**src/sv/c_subset_token_scanner_macros.svh**
```systemverilog
// Assertion macros for the token scanner.
// Used by c_subset_token_scanner.sv; expects clk and rst_n in scope.
`ifndef C_SUBSET_TOKEN_SCANNER_MACROS_SVH
`define C_SUBSET_TOKEN_SCANNER_MACROS_SVH

// cond must hold at every edge outside reset
`define CST_ASSERT(lbl, cond, msg) \
  lbl: assert property (@(posedge clk) disable iff (!rst_n) (cond)) else $error(msg);

// cons must hold in the cycle after ante
`define CST_ASSERT_NEXT(lbl, ante, cons, msg) \
  lbl: assert property (@(posedge clk) disable iff (!rst_n) (ante) |=> (cons)) else $error(msg);

`endif

```
**src/sv/ctok_pkg.sv**
```systemverilog
// Types and constants for the C subset token scanner.
// No dependencies.
package ctok_pkg;

  localparam int POSITION_BITS = 16;
  localparam int LENGTH_BITS   = 16;
  localparam int KW_BYTES      = 6;

  // result queue
  localparam int QDEPTH    = 4;
  localparam int QIDX_BITS = $clog2(QDEPTH);
  localparam int QCNT_BITS = $clog2(QDEPTH + 1);

  typedef enum logic [1:0] {
    MODE_IDLE   = 2'd0,
    MODE_IDENT  = 2'd1,
    MODE_NUMBER = 2'd2
  } scan_mode_t;

  localparam logic [3:0] KIND_LBRACE  = 4'd0;
  localparam logic [3:0] KIND_RBRACE  = 4'd1;
  localparam logic [3:0] KIND_LPAREN  = 4'd2;
  localparam logic [3:0] KIND_RPAREN  = 4'd3;
  localparam logic [3:0] KIND_SEMI    = 4'd4;
  localparam logic [3:0] KIND_INT     = 4'd5;
  localparam logic [3:0] KIND_RETURN  = 4'd6;
  localparam logic [3:0] KIND_VOID    = 4'd7;
  localparam logic [3:0] KIND_IDENT   = 4'd8;
  localparam logic [3:0] KIND_INTEGER = 4'd9;
  localparam logic [3:0] KIND_ERROR   = 4'd10;

  localparam logic [7:0] CH_LBRACE = 8'h7B;
  localparam logic [7:0] CH_RBRACE = 8'h7D;
  localparam logic [7:0] CH_LPAREN = 8'h28;
  localparam logic [7:0] CH_RPAREN = 8'h29;
  localparam logic [7:0] CH_SEMI   = 8'h3B;
  localparam logic [7:0] CH_LF     = 8'h0A;
  localparam logic [7:0] CH_USCORE = 8'h5F;

  localparam logic [8*KW_BYTES-1:0] KW_INT    = 48'h0000_0069_6E74;
  localparam logic [8*KW_BYTES-1:0] KW_RETURN = 48'h7265_7475_726E;
  localparam logic [8*KW_BYTES-1:0] KW_VOID   = 48'h0000_766F_6964;

  typedef struct packed {
    logic [7:0] char_code;
    logic       end_marker;
  } in_item_t;

  typedef struct packed {
    logic [3:0]  token_kind;
    logic [15:0] start_line;
    logic [15:0] start_column;
    logic [15:0] token_length;
    logic        last_of_run;
  } out_tok_t;

  function automatic logic is_alpha_u(input logic [7:0] c);
    return (c >= 8'h41 && c <= 8'h5A) || (c >= 8'h61 && c <= 8'h7A) || c == CH_USCORE;
  endfunction

  function automatic logic is_dig(input logic [7:0] c);
    return c >= 8'h30 && c <= 8'h39;
  endfunction

  function automatic logic is_blank(input logic [7:0] c);
    return c == 8'h20 || (c >= 8'h09 && c <= 8'h0D);
  endfunction

endpackage

```
**src/sv/c_subset_token_scanner.sv**
```systemverilog
// Top level of the C subset token scanner: input register, scanner state,
// result queue. Depends on ctok_pkg and c_subset_token_scanner_macros.svh.
//
// Usage
//   Input: one source byte per transfer on in_data (char_code, end_marker).
//   A transfer with end_marker set flushes any pending identifier/number and
//   returns the position to line 1, column 1; char_code is then ignored.
//   Output: one token per transfer on out_data. Each input byte gives zero,
//   one or two tokens; last_of_run marks the final token of a byte.
//   Path: a byte is taken into the input register and scanned from there;
//   its tokens enter the result queue, from whose head they are taken.
//   Throughput: one byte per cycle while bytes give at most one token each
//   and out_stall stays low; a byte that gives two tokens is absorbed by the
//   four-entry result queue. The input register advances only when the
//   queue has two free entries.
//   Stall: out_stall holds the queue head; once fewer than two entries are
//   free, in_stall rises and the held byte waits in the input register.
//   Reset (rst_n low, synchronous): queue empty, no byte held, no token
//   pending, position line 1 column 1.
`include "c_subset_token_scanner_macros.svh"

module c_subset_token_scanner (
  input  logic              clk,
  input  logic              rst_n,
  input  logic              in_valid,
  output logic              in_stall,
  input  ctok_pkg::in_item_t in_data,
  output logic              out_valid,
  input  logic              out_stall,
  output ctok_pkg::out_tok_t out_data
);
  import ctok_pkg::*;

  localparam logic [POSITION_BITS-1:0] POS_MAX = '1;
  localparam logic [LENGTH_BITS-1:0]   LEN_MAX = '1;
  localparam logic [POSITION_BITS-1:0] POS_ONE = POSITION_BITS'(1);
  localparam logic [QCNT_BITS-1:0]     Q_ROOM  = QCNT_BITS'(QDEPTH - 2);

  // input register
  in_item_t item_r;
  logic     item_vld_r, item_vld_nxt;

  // scanner state
  scan_mode_t                 mode_r, mode_nxt;
  logic [POSITION_BITS-1:0]   line_r, line_nxt;
  logic [POSITION_BITS-1:0]   col_r, col_nxt;
  logic [POSITION_BITS-1:0]   pline_r, pline_nxt;
  logic [POSITION_BITS-1:0]   pcol_r, pcol_nxt;
  logic [LENGTH_BITS-1:0]     plen_r, plen_nxt;
  logic [8*KW_BYTES-1:0]      kw_r, kw_nxt;

  // result queue
  out_tok_t               q_r [QDEPTH];
  logic [QIDX_BITS-1:0]   wp_r, rp_r;
  logic [QCNT_BITS-1:0]   q_cnt_r;

  logic     room, adv, pop;
  logic     push_a, push_b;     // a: flushed pending token, b: symbol/error
  out_tok_t tok_a, tok_b;
  logic [1:0] n_push;

  assign room     = (q_cnt_r <= Q_ROOM);
  assign adv      = item_vld_r && room;
  assign in_stall = item_vld_r && !room;
  assign out_valid = (q_cnt_r != '0);
  assign out_data  = q_r[rp_r];
  assign pop       = out_valid && !out_stall;
  assign n_push    = {1'b0, push_a} + {1'b0, push_b};

  // hold or take a byte
  assign item_vld_nxt = (in_valid && !in_stall) || (item_vld_r && !adv);

  always_ff @(posedge clk) begin
    if (!rst_n) begin
      item_vld_r <= 1'b0;
    end else begin
      item_vld_r <= item_vld_nxt;
    end
    if (in_valid && !in_stall) begin
      item_r <= in_data;
    end
  end

  // scan one byte against the pending token
  always_comb begin
    logic [7:0] c;
    logic       pend, alnum, cont;
    logic [3:0] pkind, skind;
    c      = item_r.char_code;
    pend   = (mode_r != MODE_IDLE);
    alnum  = is_alpha_u(c) || is_dig(c);
    cont   = (mode_r == MODE_IDENT && alnum) || (mode_r == MODE_NUMBER && is_dig(c));

    // kind of the pending token
    if (mode_r == MODE_NUMBER) begin
      pkind = KIND_INTEGER;
    end else if (plen_r == LENGTH_BITS'(3) && kw_r == KW_INT) begin
      pkind = KIND_INT;
    end else if (plen_r == LENGTH_BITS'(6) && kw_r == KW_RETURN) begin
      pkind = KIND_RETURN;
    end else if (plen_r == LENGTH_BITS'(4) && kw_r == KW_VOID) begin
      pkind = KIND_VOID;
    end else begin
      pkind = KIND_IDENT;
    end

    unique case (c)
      CH_LBRACE: skind = KIND_LBRACE;
      CH_RBRACE: skind = KIND_RBRACE;
      CH_LPAREN: skind = KIND_LPAREN;
      CH_RPAREN: skind = KIND_RPAREN;
      CH_SEMI:   skind = KIND_SEMI;
      default:   skind = KIND_ERROR;
    endcase

    mode_nxt  = mode_r;
    line_nxt  = line_r;
    col_nxt   = col_r;
    pline_nxt = pline_r;
    pcol_nxt  = pcol_r;
    plen_nxt  = plen_r;
    kw_nxt    = kw_r;
    push_a    = 1'b0;
    push_b    = 1'b0;

    tok_a.token_kind   = pkind;
    tok_a.start_line   = 16'(pline_r);
    tok_a.start_column = 16'(pcol_r);
    tok_a.token_length = 16'(plen_r);
    tok_a.last_of_run  = 1'b1;

    tok_b.token_kind   = skind;
    tok_b.start_line   = 16'(line_r);
    tok_b.start_column = 16'(col_r);
    tok_b.token_length = 16'd1;
    tok_b.last_of_run  = 1'b1;

    if (adv) begin
      if (item_r.end_marker) begin
        push_a    = pend;
        mode_nxt  = MODE_IDLE;
        pline_nxt = '0;
        pcol_nxt  = '0;
        plen_nxt  = '0;
        kw_nxt    = '0;
        line_nxt  = POS_ONE;
        col_nxt   = POS_ONE;
      end else begin
        if (cont) begin
          if (plen_r != LEN_MAX) plen_nxt = plen_r + 1'b1;
          kw_nxt = {kw_r[8*KW_BYTES-9:0], c};
        end else begin
          push_a    = pend;
          mode_nxt  = MODE_IDLE;
          pline_nxt = '0;
          pcol_nxt  = '0;
          plen_nxt  = '0;
          kw_nxt    = '0;
          if (is_blank(c)) begin
            // skipped
          end else if (alnum) begin
            mode_nxt  = is_dig(c) ? MODE_NUMBER : MODE_IDENT;
            pline_nxt = line_r;
            pcol_nxt  = col_r;
            plen_nxt  = LENGTH_BITS'(1);
            kw_nxt    = {{(8*KW_BYTES-8){1'b0}}, c};
          end else begin
            push_b = 1'b1;
          end
        end
        // advance position
        if (c == CH_LF) begin
          if (line_r != POS_MAX) line_nxt = line_r + 1'b1;
          col_nxt = POS_ONE;
        end else if (col_r != POS_MAX) begin
          col_nxt = col_r + 1'b1;
        end
      end
    end
    tok_a.last_of_run = !push_b;
  end

  always_ff @(posedge clk) begin
    if (!rst_n) begin
      mode_r  <= MODE_IDLE;
      line_r  <= POS_ONE;
      col_r   <= POS_ONE;
      pline_r <= '0;
      pcol_r  <= '0;
      plen_r  <= '0;
      kw_r    <= '0;
    end else begin
      mode_r  <= mode_nxt;
      line_r  <= line_nxt;
      col_r   <= col_nxt;
      pline_r <= pline_nxt;
      pcol_r  <= pcol_nxt;
      plen_r  <= plen_nxt;
      kw_r    <= kw_nxt;
    end
  end

  // result queue: up to two writes, one read per cycle
  always_ff @(posedge clk) begin
    if (push_a) begin
      q_r[wp_r] <= tok_a;
    end
    if (push_b) begin
      q_r[push_a ? wp_r + 1'b1 : wp_r] <= tok_b;
    end
  end

  always_ff @(posedge clk) begin
    if (!rst_n) begin
      wp_r    <= '0;
      rp_r    <= '0;
      q_cnt_r <= '0;
    end else begin
      wp_r    <= wp_r + QIDX_BITS'(n_push);
      rp_r    <= rp_r + QIDX_BITS'(pop);
      q_cnt_r <= q_cnt_r + QCNT_BITS'(n_push) - QCNT_BITS'(pop);
    end
  end

  `CST_ASSERT(a_q_bound, q_cnt_r <= QCNT_BITS'(QDEPTH), "result queue overfilled")
  `CST_ASSERT(a_adv_room, !adv || q_cnt_r <= Q_ROOM, "byte scanned without queue room")
  `CST_ASSERT_NEXT(a_drain, pop && q_cnt_r == QCNT_BITS'(1) && n_push == 2'd0, !out_valid, "queue not empty after last pop")
  `CST_ASSERT_NEXT(a_end_clear, adv && item_r.end_marker, mode_r == MODE_IDLE && line_r == POS_ONE && col_r == POS_ONE, "end marker did not reset scanner")
  `CST_ASSERT(a_kind_range, !out_valid || out_data.token_kind <= KIND_ERROR, "token kind out of range")

endmodule
```
**config.mk**
```make
export PLATFORM = sky130hd
export DESIGN_NAME = c_subset_token_scanner
export DESIGN_NICKNAME = d
export VERILOG_FILES = /design/src/sv/ctok_pkg.sv /design/src/sv/c_subset_token_scanner.sv
export VERILOG_INCLUDE_DIRS = /design/src /design/src/sv
export SDC_FILE = /design/constraint.sdc
export NUM_CORES = 1
export LEC_CHECK = 0
export BUFFER_PORTS_ARGS = -buffer_cell sky130_fd_sc_hd__buf_4
export CAP_MARGIN = 20
export CELL_PAD_IN_SITES_DETAIL_PLACEMENT = 0
export CELL_PAD_IN_SITES_GLOBAL_PLACEMENT = 1
export CORE_ASPECT_RATIO = 0.75
export CORE_MARGIN = 3
export CORE_UTILIZATION = 45
export DETAILED_ROUTE_END_ITERATION = 10
export PLACE_DENSITY = 0.85
export RECOVER_POWER = 100
export SYNTH_ARGS = -nofsm -noshare
export SYNTH_HDL_FRONTEND = slang
export SYNTH_SLANG_ARGS = --single-unit
```
**constraint.sdc**
```tcl
create_clock -name clk -period 3.3 [get_ports clk]
set_input_delay 0.66 -clock clk [delete_from_list [all_inputs] [get_ports clk]]
set_output_delay 0.66 -clock clk [all_outputs]
set_load 0.02 [all_outputs]
```
==> key figures <==
Power and ir drop
  – Leakage: 7.04 nW
  – PwrDens: 550 nW/um2
  – Max VDD drop: 343 uV

Timing
  – Fmax: 0.321 GHz
  – Fin crit share: 0.944
  – Hold Fails Final Rpt: 0
  – Setup TNS: 0 ns
  – Max Slew Vio Count: 0
  – Relative slew slack: 0.294
  – Worst-Margin Slew: 1.05 ns
  – Skew final: 0.0259 ns
  – RSZ-0062 raised after global routing: false
  – Final setup vio count: 0
  – Fin crit period: 3.11 ns

Drt
  – DR iter-0 viols: 1,197
  – Router iterations before antenna repair: 6
  – Via/cell ratio: 5.81
  – ANT nets after route: 0
  – Detailed Route WL: 44.9 mm
  – Remaining DRCs: 0
  – Routed len/inst: 20.4 um
  – Detailed-route via count: 12,800

Logic synthesis
  – Synth cell types: 68
  – Synthesis Warnings: 0
  – Register area share after synthesis: 0.513
  – Ys async rst share: 0
  – Mapped Nets: 1,677
  – Mean Syn Cell Area: 10.3 um2
  – Gate Count Post-Synth: 1,648
  – Post-synth EDFFs: 153
  – Top FF cell, synth: dfxtp_1
  – Synthesized cell area: 17,000 um2
  – Synthesis-stage register bit count: 359

Clock network
  – H-tree levels: 2
  – Clk root buf: clkbuf_16
  – CTS tree: done
  – CTS clk-pin slew, worst paths: 0.07 ns
  – Post CTS Setup Buffer Count: 0
  – Num CTS Buffers: 36
  – Clk buf depth: 3
  – Later-pin clock latency in the skew report: 0.54 ns
  – Hold_buf cts: 0
  – Sink Count: 359

Worst setup path
  – Critical R2R Capture: q_r[1][20]$_DFFE_PP_
  – Path depth of the worst reg2reg path: 8
  – R2R setup slack: 0.20 ns
  – Data required, critical path: 2.64 ns
  – CP max FO: 22
  – CP Data Arrival Time: 2.45 ns
  – R2R Path Start: item_r[7]$_DFFE_PP_
  – CP Class: flip-flop to primary output
  – CP startpoint kind: flip-flop
  – Crit end category: primary output

Placed design
  – Port bufs: 67
  – Post-DP HPWL: 28.2 mm
  – Post-Place Cells: 2,140
  – Placed Instance Area: 18,200 um2
  – RD Place Congestion: 0.866

Floorplan
  – DIE WIDTH: 230 um
  – Die area: 40,200 um2
  – # rows: 60
  – Die Y: 174 um
  – Starting Density: 0.465
  – Core area: 36,600 um2
  – # IOs: 68

Layout
  – Diode count: 0
  – Finished Core Util: 0.521
  – Non-Filler Instances: 2,205
  – Filler Cell Count: 3,239
  – Final nets: 1,711
  – Area growth syn-to-layout: 12.1%
  – Layout cells sized above 1: 0.123
  – Post-route design area: 19,100 um2

Global route
  – Vias in the first global route: 12,300
  – Largest net degree at the start of global routing: 54
  – First-pass GRT wire length: 71.3 mm
  – Gr usage total: 0.222
  – Initial antenna violation count: 0
  – GRT overflow: 0

Min path
  – Hold Path Sink: item_r[5]$_DFFE_PP_
  – Beginning of the worst hold path: in_data[5]
  – Hold path cells: 1
  – Worst hold path type: primary input to flip-flop

Run status
  – Outcome: completed

Flow run
  – Total of max-cap violations: 0
stage by stage:
| step | hold slack [ns] | worst slack [ns] | power, W |
|---|---|---|---|
| floorplan | 0.433 | 0.103 | 0.00604 |
| global placement | 0.439 | 0.288 | 0.00672 |
| detailed placement | 0.447 | 0.224 | 0.00673 |
| CTS | 0.299 | 0.158 | 0.0107 |
| global route | 0.329 | 0.0358 | 0.0108 |
| finish | 0.343 | 0.186 | 0.0105 |
layer usage:
layer	global-route usage	wire length, um
met5	0	0
met1	0.329	20800
met4	0.0462	722
met3	0.0374	3140
met2	0.343	20200
registers in the layout, indices dropped and copies added, names as in the netlist, 2 cells and up:
name,count
q_cnt_r,3
plen_r,16
item_r,9
col_r,16
pline_r,16
rp_r,2
line_r,16
q_r,212
kw_r,48
pcol_r,16
mode_r,2
wp_r,2
cells in the final DEF, fill, tap and decap left out, types with 46 or more instances in the layout:
cell	count
a21oi_1	105
a22oi_1	46
clkbuf_1	52
dfxtp_1	204
edfxtp_1	153
inv_1	46
mux2i_1	137
mux4_2	53
nand2_1	329
nor2_1	114
o21ai_0	54
cell type report:
class	count	area, um2	area share
inverter	47	176	0.00926
tap	496	621	0.0326
clock buffer	54	1050	0.0550
timing repair buffer	124	836	0.0439
sequential	359	8720	0.458
clock inverter	11	92.6	0.00486
multi-input combinational	1114	7550	0.396
synth_stat cells (7+ instances only):
| library cell | count | area share |
|---|---|---|
| a21oi_1 | 106 | 0.031 |
| a22oi_1 | 46 | 0.020 |
| and2_1 | 13 | 0.0048 |
| and3_1 | 9 | 0.0033 |
| buf_1 | 12 | 0.0027 |
| buf_2 | 41 | 0.012 |
| buf_4 | 8 | 0.0035 |
| clkbuf_1 | 61 | 0.013 |
| dfxtp_1 | 206 | 0.24 |
| edfxtp_1 | 153 | 0.27 |
| ha_1 | 15 | 0.011 |
| inv_1 | 47 | 0.010 |
| mux2_1 | 8 | 0.0053 |
| mux2i_1 | 137 | 0.081 |
| mux4_2 | 53 | 0.070 |
| nand2_1 | 330 | 0.073 |
| nand3_1 | 32 | 0.0094 |
| nand4_1 | 21 | 0.0077 |
| nor2_1 | 114 | 0.025 |
| nor2b_1 | 7 | 0.0026 |
| nor3_1 | 14 | 0.0041 |
| nor4_1 | 15 | 0.0055 |
| o211ai_1 | 9 | 0.0040 |
| o21ai_0 | 18 | 0.0053 |
| o21ai_1 | 44 | 0.013 |
| or3_1 | 8 | 0.0029 |
| xnor2_1 | 36 | 0.019 |
worst max-delay path by stage:
| stage | start | endpoint | slack (ns) | cells after the start |
|---|---|---|---|---|
| after CTS | item_r[7]$_DFFE_PP_ | q_r[0][51]$_DFFE_PP_ | 0.16 | 8 |
| after floorplan | item_r[1]$_DFFE_PP_ | q_r[0][17]$_DFFE_PP_ | 0.10 | 8 |
| after global routing | item_r[7]$_DFFE_PP_ | q_r[1][20]$_DFFE_PP_ | 0.04 | 8 |
| after detailed placement | item_r[7]$_DFFE_PP_ | q_r[0][51]$_DFFE_PP_ | 0.22 | 8 |
| final | rp_r[0]$_SDFF_PN0_ | out_data[34] | 0.19 | 3 |
| after global placement | item_r[5]$_DFFE_PP_ | q_cnt_r[2]$_SDFF_PN0_ | 0.29 | 12 |
cell families (layout without fill, tap and decap cells):
family                     count (synthesis)  in the layout  share of synthesized area
xor gates and xnor gates                  38             38                     0.0196
adders and majority gates                 16             16                     0.0122
AOI/OAI and AO/OA                        261            261                     0.0953
and+or+nand+nor                          600            600                      0.157
DFF                                      359            359                      0.513
buffers and inverters                    175            236                     0.0461
muxes                                    199            199                      0.157
repair_timing:
item | in CTS | in global routing
gates resized for setup | 0 | 1
endpoints found under the hold margin | 0 | 0
endpoints found under the setup margin | 0 | 1
report_power, final:
group / switching, W / total [W] / internal, W
clock: 0.00173 / 0.00402 / 0.00228
sequential: 0.000142 / 0.00486 / 0.00472
combinational: 0.000978 / 0.00161 / 0.000629
worst max-delay path, cell delays in order, from the launching register on:
cell and delay, ns:
dfxtp_4 0.68, clkbuf_4 0.45, mux4_2 0.59, clkbuf_2 0.18
Note: power is estimated with default switching activity, not from simulation.
